--- src/hw/rtl/hhwc_pkg.sv ---
// ---------------------------------------------------------------------------
// hhwc_pkg
// Types and character constants for the HTTP header whitespace
// canonicaliser.
// ---------------------------------------------------------------------------
package hhwc_pkg;

    // Scanner mode
    typedef enum logic [1:0] {
        MODE_TEXT  = 2'd0,   // plain text
        MODE_SPACE = 2'd1,   // inside a space/tab run, its space already sent
        MODE_BREAK = 2'd2,   // inside a CR/LF run, nothing sent yet
        MODE_DONE  = 2'd3    // block finished
    } t_mode;

    // Result kind carried on tuser
    typedef enum logic [1:0] {
        KIND_DATA    = 2'd0,
        KIND_SUCCESS = 2'd1,
        KIND_FAILURE = 2'd2
    } t_kind;

    localparam logic [7:0] CHAR_NUL = 8'h00;
    localparam logic [7:0] CHAR_TAB = 8'h09;
    localparam logic [7:0] CHAR_LF  = 8'h0A;
    localparam logic [7:0] CHAR_CR  = 8'h0D;
    localparam logic [7:0] CHAR_SP  = 8'h20;

    // Most results one input word can cause (CR, LF, byte)
    localparam int unsigned MAX_RESULTS = 3;

endpackage

--- src/hw/rtl/http_header_whitespace_canonicalizer.sv ---
// ---------------------------------------------------------------------------
// http_header_whitespace_canonicalizer
// Folds header whitespace: space/tab runs and continuations to one space,
// line breaks to CRLF; a double break, NUL or end of input ends the block.
// ---------------------------------------------------------------------------
// A word waits in the input register; results go out via the output register.
// Throughput: one input word per cycle unless the output stalls; a word
// ending a held line break emits three results, holding the input register.
// Reset (synchronous, active low) returns the scanner to text mode with the
// break flags clear and empties the input and output registers.
module http_header_whitespace_canonicalizer (
    input  logic       i_clk,
    input  logic       i_rst_n,
    // Input stream
    input  logic       i_s_tvalid,
    output logic       o_s_tready,
    input  logic [7:0] i_s_tdata,    // [7:0] in_byte
    input  logic       i_s_tlast,    // end_of_input
    // Result stream
    output logic       o_m_tvalid,
    input  logic       i_m_tready,
    output logic [7:0] o_m_tdata,    // [7:0] out_byte
    output logic [1:0] o_m_tuser,    // [1:0] result_kind
    output logic       o_m_tlast     // last_of_run
);
    import hhwc_pkg::*;

    // Input register
    logic       r_in_valid;
    logic [7:0] r_in_byte;
    logic       r_in_eoi;

    // Scanner state
    t_mode      r_mode, n_mode;
    logic       r_seen_cr, n_seen_cr;
    logic       r_seen_lf, n_seen_lf;

    // Result index within the current input word
    logic [1:0] r_idx;

    // Output register
    logic       r_out_valid;
    logic [7:0] r_out_byte;
    t_kind      r_out_kind;
    logic       r_out_last;

    // Decode of the held word
    logic       is_sp, is_cr, is_lf, is_end;
    logic [1:0] n_count;
    logic [7:0] res_byte [MAX_RESULTS];
    t_kind      res_kind [MAX_RESULTS];
    logic [7:0] sel_byte;
    t_kind      sel_kind;
    logic       sel_last;
    logic       out_load;
    logic       emit;
    logic       consume;

    assign is_sp  = (r_in_byte == CHAR_SP) || (r_in_byte == CHAR_TAB);
    assign is_cr  = (r_in_byte == CHAR_CR);
    assign is_lf  = (r_in_byte == CHAR_LF);
    assign is_end = r_in_eoi || (r_in_byte == CHAR_NUL);

    // Results and next state for the held word
    always_comb begin
        n_count     = 2'd0;
        n_mode      = r_mode;
        n_seen_cr   = r_seen_cr;
        n_seen_lf   = r_seen_lf;
        res_byte[0] = CHAR_NUL;
        res_byte[1] = CHAR_LF;
        res_byte[2] = r_in_byte;
        res_kind[0] = KIND_DATA;
        res_kind[1] = KIND_DATA;
        res_kind[2] = KIND_DATA;
        if (r_mode == MODE_DONE) begin
            n_count = 2'd0;
        end else if (is_end) begin
            n_count     = 2'd1;
            res_kind[0] = KIND_FAILURE;
            n_mode      = MODE_DONE;
            n_seen_cr   = 1'b0;
            n_seen_lf   = 1'b0;
        end else if (is_cr || is_lf) begin
            if (r_mode == MODE_BREAK && ((is_cr && r_seen_cr) || (is_lf && r_seen_lf))) begin
                // second CR or LF in one break run: terminator
                n_count     = 2'd1;
                res_kind[0] = KIND_SUCCESS;
                n_mode      = MODE_DONE;
                n_seen_cr   = 1'b0;
                n_seen_lf   = 1'b0;
            end else begin
                n_seen_cr = ((r_mode == MODE_BREAK) && r_seen_cr) || is_cr;
                n_seen_lf = ((r_mode == MODE_BREAK) && r_seen_lf) || is_lf;
                n_mode    = MODE_BREAK;
            end
        end else if (is_sp) begin
            // space run, or fold of a held break
            n_count     = (r_mode == MODE_SPACE) ? 2'd0 : 2'd1;
            res_byte[0] = CHAR_SP;
            n_mode      = MODE_SPACE;
            n_seen_cr   = 1'b0;
            n_seen_lf   = 1'b0;
        end else begin
            if (r_mode == MODE_BREAK) begin
                // held break goes out as CRLF ahead of the byte
                n_count     = 2'd3;
                res_byte[0] = CHAR_CR;
            end else begin
                n_count     = 2'd1;
                res_byte[0] = r_in_byte;
            end
            n_mode    = MODE_TEXT;
            n_seen_cr = 1'b0;
            n_seen_lf = 1'b0;
        end
    end

    // Pick the result for the current index
    always_comb begin
        case (r_idx)
            2'd0:    begin sel_byte = res_byte[0]; sel_kind = res_kind[0]; end
            2'd1:    begin sel_byte = res_byte[1]; sel_kind = res_kind[1]; end
            2'd2:    begin sel_byte = res_byte[2]; sel_kind = res_kind[2]; end
            default: begin sel_byte = res_byte[0]; sel_kind = res_kind[0]; end
        endcase
        sel_last = (r_idx == (n_count - 2'd1));
    end

    // Handshake control
    assign out_load   = !r_out_valid || i_m_tready;
    assign emit       = r_in_valid && (n_count != 2'd0) && out_load;
    assign consume    = r_in_valid && ((n_count == 2'd0) || (emit && sel_last));
    assign o_s_tready = !r_in_valid || consume;

    // Input register
    always_ff @(posedge i_clk) begin
        if (!i_rst_n) begin
            r_in_valid <= 1'b0;
        end else if (o_s_tready) begin
            r_in_valid <= i_s_tvalid;
        end
        if (o_s_tready && i_s_tvalid) begin
            r_in_byte <= i_s_tdata;
            r_in_eoi  <= i_s_tlast;
        end
    end

    // Scanner state and result index
    always_ff @(posedge i_clk) begin
        if (!i_rst_n) begin
            r_mode    <= MODE_TEXT;
            r_seen_cr <= 1'b0;
            r_seen_lf <= 1'b0;
            r_idx     <= 2'd0;
        end else begin
            if (consume) begin
                r_mode    <= n_mode;
                r_seen_cr <= n_seen_cr;
                r_seen_lf <= n_seen_lf;
                r_idx     <= 2'd0;
            end else if (emit) begin
                r_idx <= r_idx + 2'd1;
            end
        end
    end

    // Output register
    always_ff @(posedge i_clk) begin
        if (!i_rst_n) begin
            r_out_valid <= 1'b0;
        end else if (out_load) begin
            r_out_valid <= emit;
        end
        if (emit) begin
            r_out_byte <= sel_byte;
            r_out_kind <= sel_kind;
            r_out_last <= sel_last;
        end
    end

    assign o_m_tvalid = r_out_valid;
    assign o_m_tdata  = r_out_byte;
    assign o_m_tuser  = r_out_kind;
    assign o_m_tlast  = r_out_last;

endmodule

--- config.mk ---
export PLATFORM = sky130hd
export DESIGN_NAME = http_header_whitespace_canonicalizer
export DESIGN_NICKNAME = d
export VERILOG_FILES = /design/src/hw/rtl/hhwc_pkg.sv /design/src/hw/rtl/http_header_whitespace_canonicalizer.sv
export SDC_FILE = /design/constraint.sdc
export NUM_CORES = 1
export LEC_CHECK = 0
export BUFFER_PORTS_ARGS = -buffer_cell sky130_fd_sc_hd__buf_2
export CAP_MARGIN = 20
export CORE_UTILIZATION = 45
export CTS_CLUSTER_SIZE = 12
export DETAILED_ROUTE_END_ITERATION = 10
export PLACE_DENSITY = 0.63
export SLEW_MARGIN = 20
export SYNTH_ARGS = -nofsm -noshare
export SYNTH_HDL_FRONTEND = slang
export SYNTH_SLANG_ARGS = --single-unit
--- constraint.sdc ---
create_clock -name i_clk -period 5.6 [get_ports i_clk]
set_clock_uncertainty 0.1 [all_clocks]
set_input_delay 1.68 -clock i_clk [delete_from_list [all_inputs] [get_ports i_clk]]
set_output_delay 1.68 -clock i_clk [all_outputs]
set_load 0.05 [all_outputs]
# ---- Yosys cells after proc, flatten, opt, wreduce, memory -nomap -nowiden
# Cells that the tools add are included.
dict set report totals {
  input_bits 13
  reg_bits 28
  output_inout_bits 13
}
dict set report op_classes {
  n_mux 25
  n_eq_ne 10
  n_reduce_logical 28
  bitwise 3
  addsub 2
}
# cell count
set op_table {}
lappend op_table {{$mux W8} 5}
lappend op_table {{$eq A8 B4 Y1 const B} 3}
lappend op_table {{$mux W2} 8}
lappend op_table {{$pmux W8 S2} 1}
lappend op_table {{$mux W1} 11}
lappend op_table {{$logic_and A1 B1 Y1} 10}
lappend op_table {{$logic_or A1 B1 Y1} 9}
lappend op_table {{$eq A8 B6 Y1 const B} 1}
lappend op_table {{$logic_not A8 Y1} 1}
lappend op_table {{$eq A2 B2 Y1 const B} 3}
lappend op_table {{$reduce_or A5 Y1} 1}
lappend op_table {{$eq A2 B1 Y1 const B} 2}
lappend op_table {{$not A1 Y1} 3}
lappend op_table {{$reduce_or A3 Y1} 1}
lappend op_table {{$add A2 B1 Y2 const B} 1}
lappend op_table {{$eq A2 B2 Y1} 1}
lappend op_table {{$logic_not A1 Y1} 2}
lappend op_table {{$logic_not A2 Y1} 1}
lappend op_table {{$reduce_and A2 Y1} 1}
lappend op_table {{$reduce_bool A2 Y1} 1}
lappend op_table {{$reduce_or A2 Y1} 1}
lappend op_table {{$sub A2 B1 Y2 const B} 1}

# ---- Longest topological paths before layout
dict set report logic_depth {
  word_depth 16
  ltp_mapped 14
}

# ---- Worst setup path after synthesis
# Ideal clock, no wire load.
dict set report synth_path {
  kind {reg2out}
  from {register r_in_byte[0]}
  to {output o_s_tready}
  required_time_ns 3.820
  arrival_ns 3.283
  path_stages_with_launch 9
  setup_slack_ns 0.537
  path_buffers 1
  cell_sequence {edfxtp_1 > buf_6 > or3b_4 > a2111oi_2 > o211ai_1 > nor2_2 > ha_1 > xnor2_1 > o31ai_1}
}
dict set report synth_via {
  elab_chain_cells 15
}
# item line
set synth_lines {}
lappend synth_lines {{from (decl)} http_header_whitespace_canonicalizer.sv:30} ;# logic [7:0] r_in_byte;
lappend synth_lines {{from (signal assigned)} http_header_whitespace_canonicalizer.sv:144} ;# r_in_byte <= i_s_tdata;
lappend synth_lines {{$eq A8 B4 Y1 (on tied branches)} {http_header_whitespace_canonicalizer.sv:60, http_header_whitespace_canonicalizer.sv:61}}
lappend synth_lines {{$logic_and A1 B1 Y1} http_header_whitespace_canonicalizer.sv:85} ;# if (r_mode == MODE_BREAK && ((is_cr && r_seen_cr) || (is_lf && r_seen_lf))) begin
lappend synth_lines {{$logic_or A1 B1 Y1} http_header_whitespace_canonicalizer.sv:85}
lappend synth_lines {{$logic_and A1 B1 Y1} http_header_whitespace_canonicalizer.sv:85}
lappend synth_lines {{$mux W1} http_header_whitespace_canonicalizer.sv:85}
lappend synth_lines {{$mux W2} http_header_whitespace_canonicalizer.sv:84} ;# end else if (is_cr || is_lf) begin
lappend synth_lines {{$mux W2 *} http_header_whitespace_canonicalizer.sv:78} ;# end else if (is_end) begin
lappend synth_lines {{$mux W2 *} http_header_whitespace_canonicalizer.sv:76} ;# if (r_mode == MODE_DONE) begin
lappend synth_lines {{parallel branches: the longest is 4 deep, another holds $sub A2 B1 Y2} n/a}
lappend synth_lines {{$logic_or A1 B1 Y1 *} http_header_whitespace_canonicalizer.sv:133} ;# assign consume = r_in_valid && ((n_count == 2'd0) || (emit && sel_last));
lappend synth_lines {{$logic_and A1 B1 Y1 *} http_header_whitespace_canonicalizer.sv:133}
lappend synth_lines {{$logic_or A1 B1 Y1 *} http_header_whitespace_canonicalizer.sv:134} ;# assign o_s_tready = !r_in_valid || consume;
lappend synth_lines {{to (decl)} http_header_whitespace_canonicalizer.sv:16} ;# output logic o_s_tready,
# Every way passes the cells marked *.

# ---- Worst setup path after layout
dict set report layout_path {
  from {register r_in_byte[1]}
  to {output o_s_tready}
}
# Same word-level chain as after synthesis.

==> results.txt <==
- TritonCTS created 3 clock buffers.
- Die ar.: 3380 um^2
- Crit-path leading delay family: compound AO/OA/AOI/OAI gates
- Final antenna-violating net count: 0
- Later-pin clock latency in the skew report: 0.33 ns
- The final max-slew violation count is 0.
* Maximum single-stage delay on the critical path: between 0.5 and 0.6 ns
- In the finished design, the share of the clock period the worst path needs comes to 90.6%.
- Worst r2r dst: r_seen_cr
* Most frequent standard cell in the layout excluding fill and tap cells: buf_2
* Clock slew at reported path FFs: about 0.16 ns
- Setup TNS after final layout: 0 ns
* Pleak: between 0.6 and 0.7 nW
- Hold Crit Depth: 2
* Endpoints failing setup: 0
* Max-cap violations: 0
- Hold endpoint: r_seen_lf
* Core box area: between 3000 and 4000 um^2
- Placed inst area: 1560 um^2
- Post-layout net count: 177
- Crit path max fanout: 11
- Summing every instance area after synthesis gives ~1400 um^2.
- After detailed routing, the number of remaining DRC violations is 0.
- Setup Crit Path Kind: flip-flop to output pin
- For this run the aggregate overflow at the end of global routing stands at 0.
- Capturing element type of the critical path: output pin
- In this run the deepest clock path goes through 2 buffers.
- TritonCTS built the clock tree.
- Arrival time worst endpoint: approximately 3.3 ns
- Post-cts hold buffer count: 0
- Kind of start point of the critical path: flip-flop
* Number of distinct library cell variants in the gate-level netlist after synthesis: 43
- R2R Setup Slk: around 1.8 ns
- The path class of the tightest hold or removal check is flip-flop to flip-flop.
- After legalization and detailed placement, the total HPWL measured between 2000 and 2500 um.
- Total wire length after detailed routing: roughly 2600 um
* Number of vias in the routed layout: between 1000 and 1500
- Worst max-slew margin expressed relative to the limit: roughly two fifths
* Sequence of cells on the critical path: or3b_4, a2111oi_2, o211ai_1, nor2_2, ha_1, xnor2_1, o31ai_1, buf_2
- Among all flip-flop cells after synthesis, the most frequent one is edfxtp_1.
- At the worst endpoint, the required time is approximately 3.8 ns.
- By area the synthesized netlist is led by edfxtp_1, dfxtp_1, nand2_1.
- Measured along the x axis, the die boundary spans a little under 60 um.
- Min Tclk post-route: slightly above 5 ns
- Overall power consumption after layout is estimated at 0.476 mW.
- Avg Cell Area, Syn: approximately 11 um^2
- Post-Synthesis Net Count: around 150
- Total number of clock tree sinks: 28
- IR analysis of the VDD net gives a maximum drop of between 100 and 150 uV.
* Transition time at the pin with the least slew margin: 0.906 ns
- Mean number of vias per cell: between 5 and 6
* Routed wirelength normalized by instance count: between 10 and 15 um
- For this run, asynchronously set or reset flops after synthesis account for 0%.
* Growth of design area from synthesis to finish: 14.4%
* Starting density of the core: approximately 47%
- The tree is rooted in a clkbuf_4.
- Static timing analysis puts the maximum clock frequency at 197 MHz.
* Iteration-0 DRC count of the detailed router: 15
* Post-CTS setup repair buffer count: 0
- Commonest non-fill, non-tap cells in the layout: buf_2, edfxtp_1, nand2_1
- Leading area contributor after synthesis: edfxtp_1
* GRT Resource Usage Total: 17.5%
- Worst reg2reg startpoint: r_in_byte[1]
- In this run the biggest area consumer among cell types represents 42.3% of the synthesized area.
* Hold violation total from the final report: 0
- First-pass iteration count of the detailed router: 4
* First-pass GRT wire length: 4360 um
- Cells with a size suffix above 1 make up 21.9% of the layout.
* IO Port Bufs: 25
- With fillers left out, the area of the finished cells amounts to 1620 um^2.
- Routability congestion estimate: 0.900
- Number of flops mapped to enable cells by yosys: 20
* Yosys reg bits: 28
- CTS built an H-tree with a depth of 1.
- In this run the most critical hold path is launched from r_seen_lf.
- The die is between 50 and 60 um tall.
- Floorplan row count: 20
- After technology mapping, the gate count stands at ~140.
- Critical-path top delay cell: edfxtp_1
- Entering global routing, the biggest net connects 17 pins.
* Yosys synthesis warning count: 0
- For the worst flop-to-flop path, the logic depth is 12.
- Top-level I/O count: 26
- Fraction of the yosys area taken by sequential cells: between 50% and 60%
- Power Dens Cells: 293 nW/um^2
- RSZ-0062 raised after global routing: false
* Via count of the first global-routing pass: just under 1000
- Counting both buffers and inverters, the worst setup path holds a total of 1.
- The run finished with clean final reports.
- The number of antenna violations at the first check in global routing is 0.
* Number of gates given a new drive strength after cts: 0
* Number of diodes added for antenna fixing: 0
synth_stat cells (2+ instances only):
master / n
nand3b_1: 2
a21boi_1: 2
buf_6: 2
a31oi_1: 2
nor2b_1: 3
or3_1: 4
nor2_1: 10
xnor2_1: 3
o21ai_0: 6
edfxtp_1: 20
inv_1: 8
nand2_1: 19
buf_2: 2
o21a_1: 2
nand2b_1: 2
nor4_1: 2
ha_1: 3
dfxtp_1: 8
and2_1: 4
nor3_1: 4
o22ai_1: 2
nand3_1: 4
final cells by class:
cell class,count,area [um^2]
clock inverter,1,30.0
fill,266,1400
timing repair buffer,26,133
multi-input combinational,94,593
clock buffer,3,22.5
tap,44,55.1
sequential,28,761
inverter,8,30.0
sequential cells by signal, indices dropped and copies added, names as in the netlist:
signal      cells
o_m_tlast       1
r_in_byte       8
o_m_tdata       8
r_idx           2
r_mode          2
r_seen_cr       1
r_seen_lf       1
o_m_tvalid      1
r_in_valid      1
r_in_eoi        1
o_m_tuser       2
metrics by stage:
| step | std cells | hold WS, ns | utilization, % | setup WS [ns] |
|---|---|---|---|---|
| 3_5_place_dp | 199 | 0.365 | 51.7 | 0.959 |
| 5_1_grt | 204 | 0.426 | 53.6 | 0.294 |
| 4_1_cts | 203 | 0.385 | 53.4 | 0.519 |
| 2_1_floorplan | 135 | 0.344 | - | 0.537 |
| 6_report | 204 | 0.385 | 53.6 | 0.529 |
| 3_3_place_gp | 199 | 0.379 | 51.7 | 1.08 |
power by group:
| part | switching (mW) | leakage [nW] | internal, mW | total [mW] |
|---|---|---|---|---|
| registers | 0.0133 | 0.258 | 0.241 | 0.254 |
| clock network | 0.0613 | 0.0279 | 0.0724 | 0.134 |
| logic | 0.0604 | 0.318 | 0.0281 | 0.0885 |
| total | 0.135 | 0.604 | 0.341 | 0.476 |
how the worst max path moves through the flow:
stage	start	endpoint	slack (ns)	cells past startpoint
after CTS	r_in_byte[1]	o_s_tready	0.52	8
after detailed placement	r_in_byte[1]	o_s_tready	0.96	8
after floorplan	r_in_byte[0]	o_s_tready	0.54	8
after global routing	r_in_byte[1]	o_s_tready	0.29	8
final	r_in_byte[1]	o_s_tready	0.53	8
after global placement	r_in_byte[0]	o_s_tready	1.08	8
logic make-up after synthesis:
family                   after synthesis  synth area share [%]
flip-flops                            28                  53.6
XOR/XNOR                               3                  1.85
adder cells (fa/ha/maj)                3                  2.64
AND/OR/NAND/NOR                       61                  22.3
buffers and inverters                 13                  4.67
AO/OA/AOI/OAI                         27                  15.0
tightest hold or removal path, cell delays in order (launching register included):
cell and delay, ns:
dfxtp_1 0.34, inv_1 0.05, o22ai_1 0.07
routing by layer:
metal / track usage (%) / routed length [um]
met5: 0 / 0
met4: 10.2 / 80
met3: 2.23 / 95
met2: 28.9 / 1250
met1: 21.9 / 1210
Power figures use the tool's default switching activity.
